## config.mk

```make
export PLATFORM = sky130hd
export DESIGN_NAME = interval_profiling_counters
export DESIGN_NICKNAME = d
export VERILOG_FILES = /design/src/rtl/ipc_pkg.sv /design/src/rtl/interval_profiling_counters.sv /design/src/rtl/ipc_ctrl.sv /design/src/rtl/ipc_div.sv /design/src/rtl/ipc_datapath.sv
export VERILOG_INCLUDE_DIRS = /design/src /design/src/rtl
export SDC_FILE = /design/constraint.sdc
export NUM_CORES = 2
export LEC_CHECK = 0
export ABC_AREA = 1
export BUFFER_PORTS_ARGS = -buffer_cell sky130_fd_sc_hd__buf_4
export CAP_MARGIN = 5
export CORE_MARGIN = 2
export CORE_UTILIZATION = 47
export CTS_CLUSTER_SIZE = 8
export DETAILED_ROUTE_END_ITERATION = 8
export GPL_ROUTABILITY_DRIVEN = 0
export HOLD_SLACK_MARGIN = 0.1
export SLEW_MARGIN = 20
export SYNTH_ARGS = -nofsm -noshare
export SYNTH_HDL_FRONTEND = slang
export SYNTH_SLANG_ARGS = --single-unit
```

## constraint.sdc

```tcl
create_clock -name clk -period 13 [get_ports clk]
set_clock_uncertainty 0.15 [all_clocks]
set_input_delay 0.65 -clock clk [delete_from_list [all_inputs] [get_ports clk]]
set_output_delay 0.65 -clock clk [all_outputs]
set_load 0.02 [all_outputs]
```

## src/rtl/interval_profiling_counters_assert.svh

```systemverilog
// Assertion macros shared by the interval profiling counter RTL.
// Expects a clock named clk and a synchronous active-high reset named rst.
`ifndef INTERVAL_PROFILING_COUNTERS_ASSERT_SVH
`define INTERVAL_PROFILING_COUNTERS_ASSERT_SVH

// same-cycle implication
`define IPC_ASSERT_NOW(lbl, ante, cons, msg) \
  lbl: assert property (@(posedge clk) disable iff (rst) (ante) |-> (cons)) \
    else $error(msg);

// next-cycle implication
`define IPC_ASSERT_NEXT(lbl, ante, cons, msg) \
  lbl: assert property (@(posedge clk) disable iff (rst) (ante) |=> (cons)) \
    else $error(msg);

`endif

```

## src/rtl/ipc_pkg.sv

```systemverilog
// Package for the interval profiling counters: field widths, codes, FSM states
// and the command/status structs between controller and datapath. No dependencies.
package ipc_pkg;

  localparam int SLOTS_DEF = 16;
  localparam int SLOT_W    = 8;
  localparam int TIME_W    = 32;
  localparam int SUM_W     = 64;
  localparam int CNT_W     = 32;
  localparam int FUNC_W    = 2;

  typedef enum logic [FUNC_W-1:0] {
    FUNC_START = 2'd0,
    FUNC_STAMP = 2'd1,
    FUNC_QUERY = 2'd2
  } func_t;

  typedef enum logic [2:0] {
    ST_IDLE,
    ST_READ,
    ST_EXEC,
    ST_WRITE,
    ST_DIV
  } state_t;

  typedef struct packed {
    logic load_item;
    logic mem_read;
    logic write_start;
    logic calc_diff;
    logic write_stamp;
    logic div_start;
    logic load_out;
  } cmd_t;

  typedef struct packed {
    logic [FUNC_W-1:0] func;
    logic              div_done;
    logic              out_full;
  } sts_t;

endpackage

```

## src/rtl/interval_profiling_counters.sv

```systemverilog
// Top level of the interval profiling counters.
// Depends on ipc_pkg, ipc_ctrl and ipc_datapath.
//
// Usage:
//   Input stream s_*: s_tuser = func (0 start, 1 stamp, 2 query), s_tdata holds
//   slot, next_slot and cycle_now. Starts and stamps give no result; a query
//   gives one transfer on m_* with the slot's sum, count and average.
//   s_tready is high only while the controller is idle; one item at a time.
//   Steps per item: start reads and writes the start time; stamp reads,
//   takes the difference and writes back; a query reads and then runs the
//   bit-serial divider, producing one quotient bit per cycle, unless the slot
//   is out of range, the count is zero or the average saturates, in which
//   case the divider gives its result without iterating.
//   The result sits in an output register until m_tready takes it; a stalled
//   receiver blocks only the next query, which waits in the divide state.
//   Reset (rst, synchronous) clears the per-slot valid bits at once, so all
//   slots read as zero; no clearing pass is needed and items are accepted as
//   soon as reset is released.
module interval_profiling_counters
  import ipc_pkg::*;
#(
  parameter int SLOTS = SLOTS_DEF
) (
  input  logic                       clk,
  input  logic                       rst,
  input  logic                       s_tvalid,
  output logic                       s_tready,
  // [7:0] slot, [15:8] next_slot, [47:16] cycle_now
  input  logic [2*SLOT_W+TIME_W-1:0] s_tdata,
  // [1:0] func
  input  logic [FUNC_W-1:0]          s_tuser,
  output logic                       m_tvalid,
  input  logic                       m_tready,
  // [63:0] interval_sum, [95:64] event_count, [127:96] average_cycles
  output logic [SUM_W+2*CNT_W-1:0]   m_tdata,
  // [0] slot_valid
  output logic [0:0]                 m_tuser
);

  cmd_t cmd;
  sts_t sts;

  ipc_ctrl u_ctrl (
    .clk      (clk),
    .rst      (rst),
    .s_tvalid (s_tvalid),
    .s_tready (s_tready),
    .sts      (sts),
    .cmd      (cmd)
  );

  ipc_datapath #(
    .SLOTS (SLOTS)
  ) u_datapath (
    .clk      (clk),
    .rst      (rst),
    .s_tdata  (s_tdata),
    .s_tuser  (s_tuser),
    .cmd      (cmd),
    .sts      (sts),
    .m_tvalid (m_tvalid),
    .m_tready (m_tready),
    .m_tdata  (m_tdata),
    .m_tuser  (m_tuser)
  );

endmodule

```

## src/rtl/ipc_ctrl.sv

```systemverilog
// Controller state machine of the interval profiling counters.
// Depends on ipc_pkg; drives the datapath through cmd_t, observes sts_t.
module ipc_ctrl
  import ipc_pkg::*;
(
  input  logic clk,
  input  logic rst,
  input  logic s_tvalid,
  output logic s_tready,
  input  sts_t sts,
  output cmd_t cmd
);

  state_t state;
  state_t state_next;

  always_ff @(posedge clk) begin
    if (rst) begin
      state <= ST_IDLE;
    end else begin
      state <= state_next;
    end
  end

  always_comb begin
    state_next = state;
    unique case (state)
      ST_IDLE: begin
        if (s_tvalid) begin
          state_next = ST_READ;
        end
      end
      ST_READ: begin
        state_next = ST_EXEC;
      end
      ST_EXEC: begin
        case (sts.func)
          FUNC_STAMP: state_next = ST_WRITE;
          FUNC_QUERY: state_next = ST_DIV;
          default:    state_next = ST_IDLE;
        endcase
      end
      ST_WRITE: begin
        state_next = ST_IDLE;
      end
      ST_DIV: begin
        if (sts.div_done && !sts.out_full) begin
          state_next = ST_IDLE;
        end
      end
      default: begin
        state_next = ST_IDLE;
      end
    endcase
  end

  always_comb begin
    cmd      = '0;
    s_tready = 1'b0;
    unique case (state)
      ST_IDLE: begin
        s_tready      = 1'b1;
        cmd.load_item = s_tvalid;
      end
      ST_READ: begin
        cmd.mem_read = 1'b1;
      end
      ST_EXEC: begin
        case (sts.func)
          FUNC_START: cmd.write_start = 1'b1;
          FUNC_STAMP: cmd.calc_diff   = 1'b1;
          FUNC_QUERY: cmd.div_start   = 1'b1;
          default:    ;
        endcase
      end
      ST_WRITE: begin
        cmd.write_stamp = 1'b1;
      end
      ST_DIV: begin
        cmd.load_out = sts.div_done && !sts.out_full;
      end
      default: ;
    endcase
  end

endmodule

```

## src/rtl/ipc_div.sv

```systemverilog
// Iterative 64/32 unsigned divider, one quotient bit per cycle, 32-bit saturated.
// Depends on ipc_pkg; used by the datapath for the average.
module ipc_div
  import ipc_pkg::*;
(
  input  logic             clk,
  input  logic             rst,
  input  logic             start,
  input  logic [SUM_W-1:0] dividend,
  input  logic [CNT_W-1:0] divisor,
  output logic             busy,
  output logic             done,
  output logic [CNT_W-1:0] quotient
);

  localparam int STEP_W = $clog2(CNT_W + 1);

  logic [STEP_W-1:0] steps;
  logic [CNT_W-1:0]  rem;
  logic [CNT_W:0]    shifted;
  logic              take;

  assign shifted = {rem, quotient[CNT_W-1]};
  assign take    = shifted >= {1'b0, divisor};

  always_ff @(posedge clk) begin
    if (rst) begin
      busy  <= 1'b0;
      done  <= 1'b0;
      steps <= '0;
    end else if (start) begin
      if (divisor == '0) begin
        busy <= 1'b0;
        done <= 1'b1;
      end else if (dividend[SUM_W-1:CNT_W] >= divisor) begin
        busy <= 1'b0;
        done <= 1'b1;
      end else begin
        busy  <= 1'b1;
        done  <= 1'b0;
        steps <= STEP_W'(CNT_W);
      end
    end else if (busy) begin
      steps <= steps - 1'b1;
      if (steps == STEP_W'(1)) begin
        busy <= 1'b0;
        done <= 1'b1;
      end
    end
  end

  always_ff @(posedge clk) begin
    if (start) begin
      rem <= dividend[SUM_W-1:CNT_W];
      if (divisor == '0) begin
        quotient <= '0;
      end else if (dividend[SUM_W-1:CNT_W] >= divisor) begin
        quotient <= '1;
      end else begin
        quotient <= dividend[CNT_W-1:0];
      end
    end else if (busy) begin
      rem      <= take ? CNT_W'(shifted - {1'b0, divisor}) : shifted[CNT_W-1:0];
      quotient <= {quotient[CNT_W-2:0], take};
    end
  end

endmodule

```

## src/rtl/ipc_datapath.sv

```systemverilog
// Datapath of the interval profiling counters: item register, slot memories with
// per-slot valid bits, interval adder, divider and output register.
// Depends on ipc_pkg, ipc_div and interval_profiling_counters_assert.svh.
`include "interval_profiling_counters_assert.svh"

module ipc_datapath
  import ipc_pkg::*;
#(
  parameter int SLOTS = SLOTS_DEF
) (
  input  logic                        clk,
  input  logic                        rst,
  input  logic [2*SLOT_W+TIME_W-1:0]  s_tdata,
  input  logic [FUNC_W-1:0]           s_tuser,
  input  cmd_t                        cmd,
  output sts_t                        sts,
  output logic                        m_tvalid,
  input  logic                        m_tready,
  output logic [SUM_W+2*CNT_W-1:0]    m_tdata,
  output logic [0:0]                  m_tuser
);

  localparam int IDX_W = (SLOTS > 1) ? $clog2(SLOTS) : 1;
  localparam logic [SLOT_W:0] SLOT_LIM = (SLOT_W + 1)'(SLOTS);

  logic [FUNC_W-1:0] item_func;
  logic [SLOT_W-1:0] item_slot;
  logic [SLOT_W-1:0] item_next;
  logic [TIME_W-1:0] item_now;
  logic              slot_ok;
  logic              next_ok;
  logic [IDX_W-1:0]  slot_idx;
  logic [IDX_W-1:0]  next_idx;

  logic [TIME_W-1:0] start_mem [SLOTS];
  logic [SUM_W-1:0]  sum_mem   [SLOTS];
  logic [CNT_W-1:0]  cnt_mem   [SLOTS];
  logic [SLOTS-1:0]  start_vld;
  logic [SLOTS-1:0]  acc_vld;

  logic [TIME_W-1:0] rd_start;
  logic [SUM_W-1:0]  rd_sum;
  logic [CNT_W-1:0]  rd_cnt;
  logic              rd_svld;
  logic              rd_avld;

  logic [TIME_W-1:0] start_eff;
  logic [SUM_W-1:0]  acc_sum;
  logic [CNT_W-1:0]  acc_cnt;
  logic [TIME_W-1:0] diff;

  logic              start_we;
  logic [IDX_W-1:0]  start_addr;
  logic              acc_we;

  logic              div_busy;
  logic              div_done;
  logic [CNT_W-1:0]  div_quo;

  logic              out_valid;
  logic              out_slot_valid;
  logic [SUM_W-1:0]  out_sum;
  logic [CNT_W-1:0]  out_cnt;
  logic [CNT_W-1:0]  out_avg;

  always_ff @(posedge clk) begin
    if (cmd.load_item) begin
      item_func <= s_tuser;
      item_slot <= s_tdata[SLOT_W-1:0];
      item_next <= s_tdata[2*SLOT_W-1:SLOT_W];
      item_now  <= s_tdata[2*SLOT_W+TIME_W-1:2*SLOT_W];
    end
  end

  assign slot_ok  = {1'b0, item_slot} < SLOT_LIM;
  assign next_ok  = {1'b0, item_next} < SLOT_LIM;
  assign slot_idx = item_slot[IDX_W-1:0];
  assign next_idx = item_next[IDX_W-1:0];

  // registered read
  always_ff @(posedge clk) begin
    if (cmd.mem_read) begin
      rd_start <= start_mem[slot_idx];
      rd_sum   <= sum_mem[slot_idx];
      rd_cnt   <= cnt_mem[slot_idx];
      rd_svld  <= start_vld[slot_idx];
      rd_avld  <= acc_vld[slot_idx];
    end
  end

  assign start_eff = rd_svld ? rd_start : '0;
  assign acc_sum   = (slot_ok && rd_avld) ? rd_sum : '0;
  assign acc_cnt   = (slot_ok && rd_avld) ? rd_cnt : '0;

  always_ff @(posedge clk) begin
    if (cmd.calc_diff) begin
      diff <= item_now - start_eff;
    end
  end

  assign start_we   = slot_ok && (cmd.write_start || (cmd.write_stamp && next_ok));
  assign start_addr = cmd.write_stamp ? next_idx : slot_idx;
  assign acc_we     = slot_ok && cmd.write_stamp;

  always_ff @(posedge clk) begin
    if (start_we) begin
      start_mem[start_addr] <= item_now;
    end
    if (acc_we) begin
      sum_mem[slot_idx] <= acc_sum + {{(SUM_W-TIME_W){1'b0}}, diff};
      cnt_mem[slot_idx] <= acc_cnt + 1'b1;
    end
  end

  always_ff @(posedge clk) begin
    if (rst) begin
      start_vld <= '0;
      acc_vld   <= '0;
    end else begin
      if (start_we) begin
        start_vld[start_addr] <= 1'b1;
      end
      if (acc_we) begin
        acc_vld[slot_idx] <= 1'b1;
      end
    end
  end

  ipc_div u_div (
    .clk      (clk),
    .rst      (rst),
    .start    (cmd.div_start),
    .dividend (acc_sum),
    .divisor  (acc_cnt),
    .busy     (div_busy),
    .done     (div_done),
    .quotient (div_quo)
  );

  always_ff @(posedge clk) begin
    if (rst) begin
      out_valid <= 1'b0;
    end else if (cmd.load_out) begin
      out_valid <= 1'b1;
    end else if (m_tready) begin
      out_valid <= 1'b0;
    end
  end

  always_ff @(posedge clk) begin
    if (cmd.load_out) begin
      out_slot_valid <= slot_ok;
      out_sum        <= acc_sum;
      out_cnt        <= acc_cnt;
      out_avg        <= div_quo;
    end
  end

  assign sts.func     = item_func;
  assign sts.div_done = div_done;
  assign sts.out_full = out_valid;

  assign m_tvalid = out_valid;
  assign m_tdata  = {out_avg, out_cnt, out_sum};
  assign m_tuser  = out_slot_valid;

  `IPC_ASSERT_NOW(a_load_needs_room, cmd.load_out, div_done && !out_valid, "result loaded over a pending one")
  `IPC_ASSERT_NEXT(a_load_sets_valid, cmd.load_out, out_valid, "loaded result not presented")
  `IPC_ASSERT_NOW(a_div_exclusive, div_done, !div_busy, "divider done while still busy")
  `IPC_ASSERT_NOW(a_one_write_src, cmd.write_start, !cmd.write_stamp, "two start writes in one cycle")

endmodule

```

### After elaboration in Yosys (flattened, before gate mapping)

Memory sizes are Yosys's and may differ from the RTL's. A register that Yosys moved wholly into a read port is not among the register bits.
Index checks and enable logic that the tools add are counted.

* add/subtract/negate cells: 5
* magnitude comparators: 8
* equal/unequal tests: 11
* mux-type cells: 53
* bitwise operators: 2
* reductions and logical operators: 18

Operators with widths (count)
* 32-bit 2-to-1 mux: 9
* 64-bit by 32-bit adder with 64-bit output: 1
* 64-bit 2-to-1 mux: 1
* 32-bit subtractor: 2
* 33-bit by 32-bit >= comparator with 1-bit output: 1
* 32-bit by 1-bit adder with 32-bit output, second input constant: 1
* 32-bit >= comparator: 1
* 32-bit logical NOT: 1
* 16-bit bitwise OR: 2
* 1-bit 2-to-1 mux: 29
* 6-bit 2-to-1 mux: 4
* 8-bit by 5-bit less-than comparator with 1-bit output, second input constant: 2
* 3-bit case mux with 4 select lines: 1
* 4-bit by 5-bit less-than comparator with 1-bit output, second input constant: 2
* 1-bit binary-select mux with 4-bit select: 2
* 1-bit demux with 4-bit select: 2
* 4-bit by 1-bit >= comparator with 1-bit output, second input constant: 2
* 1-bit logical AND: 7
* 3-bit by 2-bit == test with 1-bit output, second input constant: 2
* 6-bit by 1-bit == test with 1-bit output, second input constant: 1
* 3-bit 2-to-1 mux: 2
* 2-bit != test, second input constant: 3
* 3-bit case mux with 2 select lines: 1
* 2-bit nonzero test: 3
* 14 further kinds: 15

* bits in registers: 321
* bits in writable memories: 2048
* input bits: 54
* output and inout bits: 131
* logic and storage cells: 120
* memories kept: 3

Memories
* u_datapath.sum_mem: depth 16, bits a word 64, read ports 1, clocked after memory_dff 1, wr ports 1, line ipc_datapath.sv:36 `logic [SUM_W-1:0] sum_mem [SLOTS];`
* u_datapath.cnt_mem: depth 16, bits a word 32, read ports 1, clocked after memory_dff 1, wr ports 1, line ipc_datapath.sv:37 `logic [CNT_W-1:0] cnt_mem [SLOTS];`
* u_datapath.start_mem: depth 16, bits a word 32, read ports 1, clocked after memory_dff 1, wr ports 1, line ipc_datapath.sv:35 `logic [TIME_W-1:0] start_mem [SLOTS];`

### Logic depth before layout (Yosys ltp)

* depth after elaboration: 8
* gate-level depth with buffers: 25
* mapped depth without buffers: 21

### By module

A second synthesis with hierarchy kept.

* cell total of the unflattened synthesis: 7733
* area total of the unflattened synthesis: 101352.2 um^2

Modules (own cells, without submodules)
* ipc_datapath: instances 1, cells each 6683, area each 94326.7 um^2, sequential area each 72399.4 um^2
* ipc_div: instances 1, cells each 1015, area each 6817.8 um^2, sequential area each 2082.0 um^2
* ipc_ctrl: instances 1, cells each 35, area each 207.7 um^2, sequential area each 60.1 um^2

### Worst setup path after synthesis

OpenSTA, ideal clock, no wires.

* path kind: register to register
* start point: register u_datapath.out_valid, in the netlist u_datapath.m_tvalid
* end point: register u_datapath.out_slot_valid, in the netlist u_datapath.m_tuser (enable)
* setup time: 0.778 ns
* data arrival time: 9.280 ns
* required time: 12.072 ns
* slack: 2.792 ns
* cell stages (with the launch flop): 4
* buffers on the path: 0
* period minus slack after synthesis: 10.208 ns
* cell sequence: dfxtp_1 -> inv_1 -> nand2_1 -> nor3_1

RTL lines
* from (decl): line ipc_datapath.sv:60 `logic out_valid;`
* from (signal assigned): line ipc_datapath.sv:142 `out_valid <= 1'b0;`
* from (signal assigned): line ipc_datapath.sv:144 `out_valid <= 1'b1;`
* from (signal assigned): line ipc_datapath.sv:146 `out_valid <= 1'b0;`
* to (signal assigned): line ipc_datapath.sv:152 `out_slot_valid <= slot_ok;`
* to (decl): line ipc_datapath.sv:61 `logic out_slot_valid;`

### Worst setup path after layout

* start point: register u_datapath.rd_avld
* end point: memory u_datapath.sum_mem[13][50], data pin

* cells in the longest elaborated chain, start to end: 3

RTL lines
* from (decl): line ipc_datapath.sv:45 `logic rd_avld;`
* from (signal assigned): line ipc_datapath.sv:87 `rd_avld <= acc_vld[slot_idx];`
* 1-bit logical AND: line ipc_datapath.sv:92 `assign acc_sum = (slot_ok && rd_avld) ? rd_sum : '0;`
* 64-bit 2-to-1 mux: line ipc_datapath.sv:92
* net u_datapath.acc_sum[9]: line ipc_datapath.sv:48 `logic [SUM_W-1:0] acc_sum;`
* 64-bit by 32-bit adder with 64-bit output: line ipc_datapath.sv:110 `sum_mem[slot_idx] <= acc_sum + {{(SUM_W-TIME_W){1'b0}}, diff};`
* to (decl): line ipc_datapath.sv:36

The timed path passes the listed nets, and every way through them passes these cells.

==> impl_metrics.py <==
metrics = {
    "worst_setup_path": {
        "startpoint_type": "flop",
        "cp_common_cell": "nand2_1",
        "worst-path-buf-inv": 2,
        "crit_fanout": 50,
        "worst_path_dominant_cell_family": "simple AND/OR/NAND/NOR gates",
        "cp-end-kind": "flop",
        "path_class": "reg2reg",
        "crit_path_cell_trace": "nand3_4 > buf_4 > nor2_1 > ha_1 > nand2_1 > nor2_1 > inv_1 > o21ai_0 > nand3_1 > nand2_1 > nand2_1 > nand2_1 > nand2_1 > nor3_1 > xor2_1",
        "max_stage_delay_ns": 0.77,
        "worst_ep_required_time_ns": 13.43,
        "crit_slowest_cell": "xor2_1",
        "cp_data_arrival_time_ns": 6.07,
    },
    "synthesis": {
        "syn_avg_cell_area_um2": 15.0,
        "synth_top_area_cell": "edfxtp_1",
        "yosysMostFrequentCell": "edfxtp_1",
        "synth_area_leaders": "edfxtp_1, a22oi_1, a21oi_1",
        "synth_nets": 6704,
        "yosysSeqAreaShare_pct": 76.2,
        "synth_top_cell_area_share_pct": 75.3,
        "ys_async_sr_fraction_pct": 0,
        "synth_seq_cells": 2497,
        "synth.distinct_cells": 49,
        "yosysWarnings": 0,
        "synth_edf_count": 2453,
        "synth_common_cells": "edfxtp_1, a22oi_1, a21oi_1",
        "syn_inst": 6517,
        "synth_area_um2": 97800,
        "synthFlopType": "edfxtp_1",
    },
    "die": {
        "pin_count": 185,
        "core_um2": 207000,
        "dieArea_um2": 212000,
        "die_y_um": 460,
        "fp-row-count": 167,
        "die_x_um": 460,
        "start_util_pct": 47.2,
    },
    "final_layout": {
        "nets": 7108,
        "final_cell_area_um2": 113000,
        "drive_gt1_share_pct": 12.0,
        "area_delta_synth_final_pct": 15.7,
    },
    "clocking": {
        "htreeDepth": 5,
        "cts.clk_slew.worst_paths_ns": 0.05,
        "tritoncts": "done",
        "postCtsSetupBuffers": 0,
        "cts-root-buf": "clkbuf_16",
        "cts_resized": 0,
        "cts_buffers": 363,
        "clk_latency_ns": 0.94,
        "cts_buffer_depth": 4,
        "clock_sinks": 2497,
    },
    "routing": {
        "drc_errors": 0,
        "ant_nets": 0,
        "wire_per_inst_um": 29.9,
        "vias": 60853,
        "viasPerCell": 6.22,
        "drt-total-wl_mm": 292,
        "drt_iter0_drc": 7212,
        "dr.pass1.iters": 6,
    },
    "timing": {
        "finalSetupViolCount": 0,
        "slew_headroom_pct": 18.8,
        "slew_violations": 0,
        "finalCritPeriodShare_pct": 43.4,
        "setup_tns_ns": 0,
        "fmax_mhz": 177,
        "whs_ns": 0.292,
        "grt_setup_unrepaired": "false",
        "tightest_slew_ns": 1.22,
        "fin_crit_ns": 5.64,
        "hold_viol": 0,
    },
    "outcome": {
        "status": "complete, no violations",
    },
    "power": {
        "ir_drop_mv": 0.146,
        "p_leak_nw": 37.7,
        "powerDensity_nw_per_um2": 163,
    },
    "grt": {
        "antenna_found_initial": 7,
        "grt-ovfl-total": 0,
        "grt_pass1_wl_mm": 420,
        "grt_pass1_vias": 60084,
        "globalRouteTotalUtil_pct": 27.2,
        "grt_max_degree": 155,
    },
    "worst_hold_path": {
        "hp-class": "in2reg",
    },
    "placed_design": {
        "portBuffers": 184,
        "placed_cell_area_um2": 103000,
        "hpwl_mm": 159,
    },
    "run": {
        "maxCapViolCount": 0,
    },
}
-- worst paths after layout --
path                            slack [ns]                     startpoint  cells after the start                          to
worst max-delay path                  7.36             u_datapath.rd_avld                     15  u_datapath.sum_mem[13][50]
worst min-delay path                  0.29                     s_tuser[1]                      2     u_datapath.item_func[1]
worst max register to register        7.36             u_datapath.rd_avld                     15  u_datapath.sum_mem[13][50]
worst min register to register        0.30  u_datapath.u_div.quotient[14]                      0      u_datapath.out_avg[14]
-- layout make-up --
class	count	area, µm²
antenna	6	15.0
sequential	2497	74500
clock inverter	11	110
fill	16397	93900
clock buffer	416	9350
inverter	324	1250
timing repair buffer	366	3010
multi-input combinational	3369	21400
tap	2788	3490
-- report_power, final --
part | total, mW | switching (mW) | internal, mW
logic | 1.28 | 0.907 | 0.377
clock network | 8.13 | 3.17 | 4.96
registers | 9.08 | 0.0978 | 8.99
-- cell usage in the layout (no fill, tap or decap), drive strengths merged, types with 7 or more instances in the layout --
cell and n:
o21ai 139, nand2 491, or4 130, nand3b 8
dlygate4sd3 55, o21bai 9, nand3 92, nand4 33
a31oi 19, o21a 11, inv 328, clkinv 7
nor4 18, clkbuf 416, o211ai 9, xor2 110
or2 12, nor2 361, dfxtp 44, a21o 13
nor3 44, edfxtp 2453, a22oi 1040, a21oi 648
ha 130, xnor2 33, buf 311
-- per-stage QoR --
step | instances | power (mW) | setup slack [ns] | util, %
finish | 9777 | 18.5 | 7.36 | 54.7
global route | 9773 | 19.0 | 6.94 | 54.7
CTS | 9770 | 18.6 | 7.42 | 54.5
detailed placement | 9288 | 10.5 | 7.45 | 49.7
global placement | 9288 | 10.5 | 7.66 | 49.6
floorplan | 6517 | 9.98 | 2.79 | -
-- flip-flops by register name, summed over array words and instances (netlist names), 8 cells and up --
name                       count
u_datapath.out_avg            32
u_datapath.acc_vld            16
u_datapath.out_sum            64
u_datapath.cnt_mem           512
u_datapath.item_next           8
u_datapath.rd_cnt             32
u_datapath.start_mem         512
u_datapath.out_cnt            32
u_datapath.rd_sum             64
u_datapath.u_div.quotient     32
u_datapath.start_vld          16
u_datapath.item_slot           8
u_datapath.item_now           32
u_datapath.sum_mem          1024
u_datapath.u_div.rem          32
u_datapath.rd_start           32
u_datapath.diff               32
-- routing by layer --
metal	GRT usage, %	wire (µm)	up-vias
met5	0	40	-
met1	37.1	116000	31091
li1	-	-	26018
met4	11.2	12600	6
met3	4.13	23800	592
met2	44.0	140000	3146
-- timing repair --
action / 4_1_cts / 5_1_grt
hold buffers: 55 / 0
endpoints found under the hold margin: 88 / 0
setup endpoints to repair: 0 / 0
-- cell families (layout without fill, tap and decap cells) --
kind of cell	after synthesis	in the layout	share of synthesized area (%)
other	0	6	0
AO/OA/AOI/OAI	1904	1904	12.6
AND/OR/NAND/NOR	1189	1189	5.65
flip-flops	2497	2497	76.2
XOR/XNOR	143	143	1.28
adder cells (fa/ha/maj)	133	133	1.72
buffers and inverters	651	1117	2.54
(Power assumes the default switching activity.)
